==> config.mk <==
export PLATFORM = sky130hd
export DESIGN_NAME = qte_sqrt_cell
export DESIGN_NICKNAME = d
export VERILOG_FILES = /design/src/sv/qte_pkg.sv /design/src/sv/qte_sqrt_cell.sv
export SDC_FILE = /design/constraint.sdc
export NUM_CORES = 1
export LEC_CHECK = 0
export BUFFER_PORTS_ARGS = -buffer_cell sky130_fd_sc_hd__buf_2
export CORE_MARGIN = 4
export CORE_UTILIZATION = 55
export DETAILED_ROUTE_END_ITERATION = 8
export GPL_TIMING_DRIVEN = 0
export PLACE_DENSITY = 0.76
export SLEW_MARGIN = 25
export SYNTH_ARGS = -nofsm -noshare
export SYNTH_HDL_FRONTEND = slang
export SYNTH_SLANG_ARGS = --single-unit
==> constraint.sdc <==
create_clock -name clk_i -period 11.74 [get_ports clk_i]
set_input_delay 2.348 -clock clk_i [delete_from_list [all_inputs] [get_ports clk_i]]
set_output_delay 2.348 -clock clk_i [all_outputs]
set_load 0.02 [all_outputs]
==> src/sv/qte_pkg.sv <==
// qte_pkg: shared widths, types, constants and helper functions for the
// quaternion to euler angles block. Depends on nothing.
`default_nettype none
package qte_pkg;

  localparam int CORDIC_ITERATIONS = 16;
  localparam int ATAN_TABLE_LEN    = 24;
  localparam int CORDIC_STEPS      = (CORDIC_ITERATIONS > ATAN_TABLE_LEN) ?
                                     ATAN_TABLE_LEN : CORDIC_ITERATIONS;
  localparam int FRONT_STAGES      = 4;
  localparam int SQRT_STEPS        = 31;
  localparam int PIPE_DEPTH        = FRONT_STAGES + SQRT_STEPS + 1 + CORDIC_STEPS;

  localparam int CW  = 37;  // cordic x/y width
  localparam int AW  = 34;  // q30 angle width
  localparam int SQW = 62;  // square root datapath width

  typedef logic signed [CW-1:0] cw_t;
  typedef logic signed [AW-1:0] ang_t;

  localparam ang_t             PI_Q30        = 34'sd3373259426;
  localparam logic signed [32:0] HALF_Q30    = 33'sd536870912;
  localparam logic [14:0]      PITCH_MAX_Q13 = 15'd12868;
  localparam logic [14:0]      ANGLE_MAX_Q13 = 15'd25736;

  typedef struct packed {
    logic signed [33:0] sp;
    logic               clamped;
    logic signed [32:0] yaw_n;
    logic signed [32:0] yaw_x;
    logic signed [32:0] roll_n;
    logic signed [32:0] roll_x;
  } pass_t;

  typedef struct packed {
    logic clamped;
    logic neg;
  } pflag_t;

  function automatic ang_t atan_q30(input logic [4:0] i);
    ang_t r;
    case (i)
      5'd0:    r = 34'sh03243F6A8;
      5'd1:    r = 34'sh01DAC6705;
      5'd2:    r = 34'sh00FADBAFC;
      5'd3:    r = 34'sh007F56EA6;
      5'd4:    r = 34'sh003FEAB76;
      5'd5:    r = 34'sh001FFD55B;
      5'd6:    r = 34'sh000FFFAAA;
      5'd7:    r = 34'sh0007FFF55;
      5'd8:    r = 34'sh0003FFFEA;
      5'd9:    r = 34'sh0001FFFFD;
      5'd10:   r = 34'sh0000FFFFF;
      5'd11:   r = 34'sh00007FFFF;
      5'd12:   r = 34'sh00003FFFF;
      5'd13:   r = 34'sh00001FFFF;
      5'd14:   r = 34'sh00000FFFF;
      5'd15:   r = 34'sh000007FFF;
      5'd16:   r = 34'sh000003FFF;
      5'd17:   r = 34'sh000001FFF;
      5'd18:   r = 34'sh000000FFF;
      5'd19:   r = 34'sh0000007FF;
      5'd20:   r = 34'sh0000003FF;
      5'd21:   r = 34'sh0000001FF;
      5'd22:   r = 34'sh0000000FF;
      5'd23:   r = 34'sh00000007F;
      default: r = '0;
    endcase
    return r;
  endfunction

  // q30 radians to q13, round half away from zero, saturate to +-lim
  function automatic logic signed [15:0] q30_to_q13(input ang_t v, input logic [14:0] lim);
    logic [AW:0]  mag;
    logic [AW:0]  sum;
    logic [17:0]  r;
    logic [15:0]  rs;
    mag = v[AW-1] ? ((AW+1)'(0) - {v[AW-1], v}) : {v[AW-1], v};
    sum = mag + (AW+1)'(65536);
    r   = sum[AW:17];
    if (r > {3'b000, lim}) begin
      r = {3'b000, lim};
    end
    rs = r[15:0];
    return v[AW-1] ? $signed(16'd0 - rs) : $signed(rs);
  endfunction

endpackage
`default_nettype wire

==> src/sv/qte_sqrt_cell.sv <==
// qte_sqrt_cell: one restoring step of the integer square root.
// Depends on qte_pkg.
`default_nettype none
module qte_sqrt_cell (
  input  wire logic                   clk_i,
  input  wire logic                   en_i,
  input  wire logic [5:0]             shift_i,
  input  wire logic [qte_pkg::SQW-1:0] n_i,
  input  wire logic [qte_pkg::SQW-1:0] root_i,
  output logic [qte_pkg::SQW-1:0]     n_o,
  output logic [qte_pkg::SQW-1:0]     root_o
);
  import qte_pkg::*;

  logic [SQW-1:0] n_q, n_d, root_q, root_d;

  always_comb begin
    logic [SQW-1:0] bit_v;
    logic [SQW-1:0] t;
    bit_v = SQW'(1) << shift_i;
    t     = root_i + bit_v;
    if (n_i >= t) begin
      n_d    = n_i - t;
      root_d = (root_i >> 1) + bit_v;
    end else begin
      n_d    = n_i;
      root_d = root_i >> 1;
    end
  end

  always_ff @(posedge clk_i) begin
    if (en_i) begin
      n_q    <= n_d;
      root_q <= root_d;
    end
  end

  assign n_o    = n_q;
  assign root_o = root_q;

endmodule
`default_nettype wire

# --- Yosys cells after proc, flatten, opt, wreduce, memory -nomap -nowiden ---
# Index checks and enable logic that the tools add are counted.
# Widths: inputs -> output; s select.
totals:
  ff_bits: 124
  inputBits: 132
classes:
  order_cmp: 1
  n_addsub: 3
  n_shift: 1
  n_mux: 2
op_table:
  columns: ["cell", "count"]
  rows:
  - ["$add 61x62->62", 1]
  - ["$add 62x62->62", 1]
  - ["$ge 62x62->1", 1]
  - ["$mux 62", 1]
  - ["$shl 1x6->62 const A", 1]
  - ["$sub 62x62->62", 1]
  - ["$mux 61", 1]

# --- Longest topological paths before layout ---
depth:
  depth_word: 4
  mapped_depth: 34
  mapped_depth_nobuf: 28

# --- Least setup slack after synthesis ---
# Ideal clock, no wire load.
synth_timing:
  path_type: "input -> register"
  start: "input port shift_i[1]"
  end: "register n_q[18] (netlist: n_o[18]) (data pin)"
  t_arrival_ns: 8.961
  cell_stages: 29
  path_buffers: 7
  slack_ns: 2.508
  cell_sequence: "buf_2 or2_2 buf_2 clkbuf_1 or2_2 nor3_1 ha_1 o211ai_1 o22ai_1 a32oi_1 o311a_1 nor3_2 a41oi_2 o31a_1 o21ai_2 a41o_1 a21boi_0 xor2_1 ha_1 clkbuf_1 nand2_1 or4_1 o21ai_0 a21oi_1 o31ai_1 clkbuf_1 clkbuf_1 buf_1 a21oi_1"
synth_via:
  elab_chain_cells: 4
synth_rtl:
  columns: ["element", "line", "rtl"]
  rows:
  - ["start, declared", "qte_sqrt_cell.sv:7", "input wire logic [5:0] shift_i,"]
  - ["$shl 1x6->62 *", "qte_sqrt_cell.sv:20", "bit_v = SQW'(1) << shift_i;"]
  - ["$add 62x62->62 *", "qte_sqrt_cell.sv:21", "t = root_i + bit_v;"]
  - ["$sub 62x62->62 or $ge 62x62->1 (tied branches)", "qte_sqrt_cell.sv:23, qte_sqrt_cell.sv:22", null]
  - ["$mux 62 *", "qte_sqrt_cell.sv:22", "if (n_i >= t) begin"]
  - ["net n_d[18]", "qte_sqrt_cell.sv:15", "logic [SQW-1:0] n_q, n_d, root_q, root_d;"]
  - ["end signal, assigned", "qte_sqrt_cell.sv:33", "n_q <= n_d;"]
  - ["end, declared", "qte_sqrt_cell.sv:15", null]
# The timed path passes the listed nets; every way through them passes the cells marked *.
# A chain may end at the register's enable or synchronous reset.

# --- Worst setup path after layout ---
layout_timing:
  start: "input port shift_i[0]"
  end: "register n_q[37] (netlist: n_o[37]) (data pin)"
# Same word-level chain as after synthesis.

==> metrics.csv <==
metric;value;unit
status;finished, final reports clean;
nets;2832;
ir_drop;0.0000959;V
die_h;185;um
mappedNetlistArea;17200;um^2
required;11980;ps
grt.total_usage;0.361;
drt-wirelength-per-cell;21.7;um
synth-edff-count;124;
cp_slowest_stage_delay;590;ps
diodes;0;
initial_core_util;0.560;
fp-row-count;64;
route.detailed.vias_per_inst;6.51;
yosysTopAreaCell;edfxtp_1;
htree_num_levels;4;
pin_count;256;
synthTopCellsByArea;edfxtp_1 (22%), ha_1 (12%), a21oi_1 (8.6%);
synth_most_common_cell;a21oi_1;
numPortBuffers;249;
cts_tree;yes;
drt-total-wl;64.0;mm
p_leak;0.00848;uW
synth_commonest_cells;a21oi_1 (295), nor2_1 (222), nand2_1 (210), ha_1 (162), o21ai_0 (155);
multi_input_area;12700;um^2
max_freq;88.6;MHz
placed_cells;2915;
tightest_slew;919;ps
cp-start-kind;primary input;
grt_pass1_wl;97.8;mm
slowest_stage;buf_2;
rsz0062_at_grt;no;
pwr_density_cell;100;nW/um^2
cts_setup_buffers;0;
seq_area;3720;um^2
synth_warnings;0;
synth_seq_cells;124;
clockRootBuffer;clkbuf_16;
hpwl;51.3;mm
clk_pin_slew;60;ps
antenna_left;0;
synth_top_cell_area_share;0.216;
drt_iter0_markers;2417;
overflow;0;
drcViolationCount;0;
ys_seq_area_frac;0.216;
first_global_vias;17600;
clk_path_buf_depth;2;
dp_slack;-782;ps
antenna_found_initial;0;
post_cts_resized;2;
hold_path_class;primary input to flop;
syn_inst;2269;
fin_cells;2945;
synthFlopType;edfxtp_1;
worst_slack;452;ps
grt_max_degree;67;
vias;19200;
synth_cell_types;89;
cp_max_fo;19;
design.core.area;30700;um^2
cts_buffers;17;
die_area;34200;um^2
max-cap-violations;0;
layout-drive-gt1-share;0.137;
gp_congestion;1.01;
timing.final.setup_violations;0;
min_period_over_period;0.961;
slew_violations;0;
hold_viol_final;0;
syn_area_per_cell;7.59;um^2
endpoint_kind;flop;
max_slew_margin;0.382;
ys_async_sr_fraction;0;
setup.worst_path.class;primary input to flop;
first_pass_iters;6;
fill_cells;2742;
area_growth;14.1;%
post-route-min-period;11290;ps
postSynthNetCount;2564;
hold_buffers;0;
arrival;11520;ps
clkSinkCount;124;
die_w;185;um
==> logic make-up (layout without fill, tap and decap cells) <==
group                      count (synthesis)  in the layout  share of synthesized area
AOI/OAI and AO/OA                        806            806                      0.295
xor gates and xnor gates                 191            191                     0.0976
buffers and inverters                    195            475                     0.0445
and+or+nand+nor                          778            778                      0.221
adders and majority gates                169            169                      0.122
muxes                                      6              6                    0.00363
DFF                                      124            124                      0.216
==> cell usage in the layout, fill, tap and decap left out, drive strengths merged, types with 28 or more instances in the layout <==
cell type | Yosys | routed
xnor2 | 124 | 124
edfxtp | 124 | 124
clkbuf | 115 | 132
xor2 | 67 | 67
buf | 24 | 274
inv | 54 | 54
a21o | 101 | 101
o21bai | 45 | 45
o21ai | 160 | 160
nand2 | 211 | 211
ha | 162 | 162
nand3 | 56 | 56
nor2 | 224 | 224
nand4 | 44 | 44
and3 | 28 | 28
nor3 | 57 | 57
a21oi | 296 | 296
==> flip-flops by register name, indices dropped and copies added (netlist names) <==
signal,count
n_o,62
root_o,62
==> path summary, 6_finish.rpt <==
check	depth (start not counted)	slack, ps	startpoint	end
min	3	2190	n_i[59]	n_o[59]$_DFFE_PP_
max	32	450	shift_i[0]	n_o[37]$_DFFE_PP_
==> report_power, final <==
part | switching, uW | total (uW) | internal, uW
logic | 536 | 795 | 259
registers | 14.8 | 581 | 566
clock network | 219 | 592 | 373
total | 769 | 1970 | 1200
==> through the flow <==
step	util	hold slack [ps]	setup TNS (ps)	total power, uW	cell area [um^2]
finish	0.639	2190	0	1970	19600
global route	0.639	2210	0	2060	19600
CTS	0.638	2180	0	1950	19600
detailed placement	0.618	2650	-42000	1360	19000
global placement	0.617	2650	-32360	1350	19000
floorplan	-	2460	0	1100	17200
==> worst max-delay path, delay by kind of cell <==
family | cells | cell delay [ps]
fa+ha+maj | 2 | 660
simple gates | 5 | 990
compound gates | 15 | 4020
buf+inv | 9 | 3270
xor+xnor | 1 | 180
==> routing by layer <==
| layer | wire, um | global-route usage | vias to the layer above | part of all wire |
|---|---|---|---|---|
| met5 | 0 | 0 | - | 0 |
| met4 | 1680 | 0.0998 | 0 | 0.026 |
| met3 | 8010 | 0.0788 | 124 | 0.13 |
| met2 | 25600 | 0.508 | 1194 | 0.40 |
| met1 | 28800 | 0.552 | 8862 | 0.45 |
| li1 | - | - | 8979 | - |
==> cell type report <==
cell class,count,share of cell area
inverter,56,0.0107
tap,396,0.0252
timing repair buffer,250,0.0651
clock buffer,18,0.0218
sequential,124,0.190
buffer,138,0.0287
multi-input combinational,1950,0.649
clock inverter,13,0.0101
Note: power is estimated with default switching activity, not from simulation.
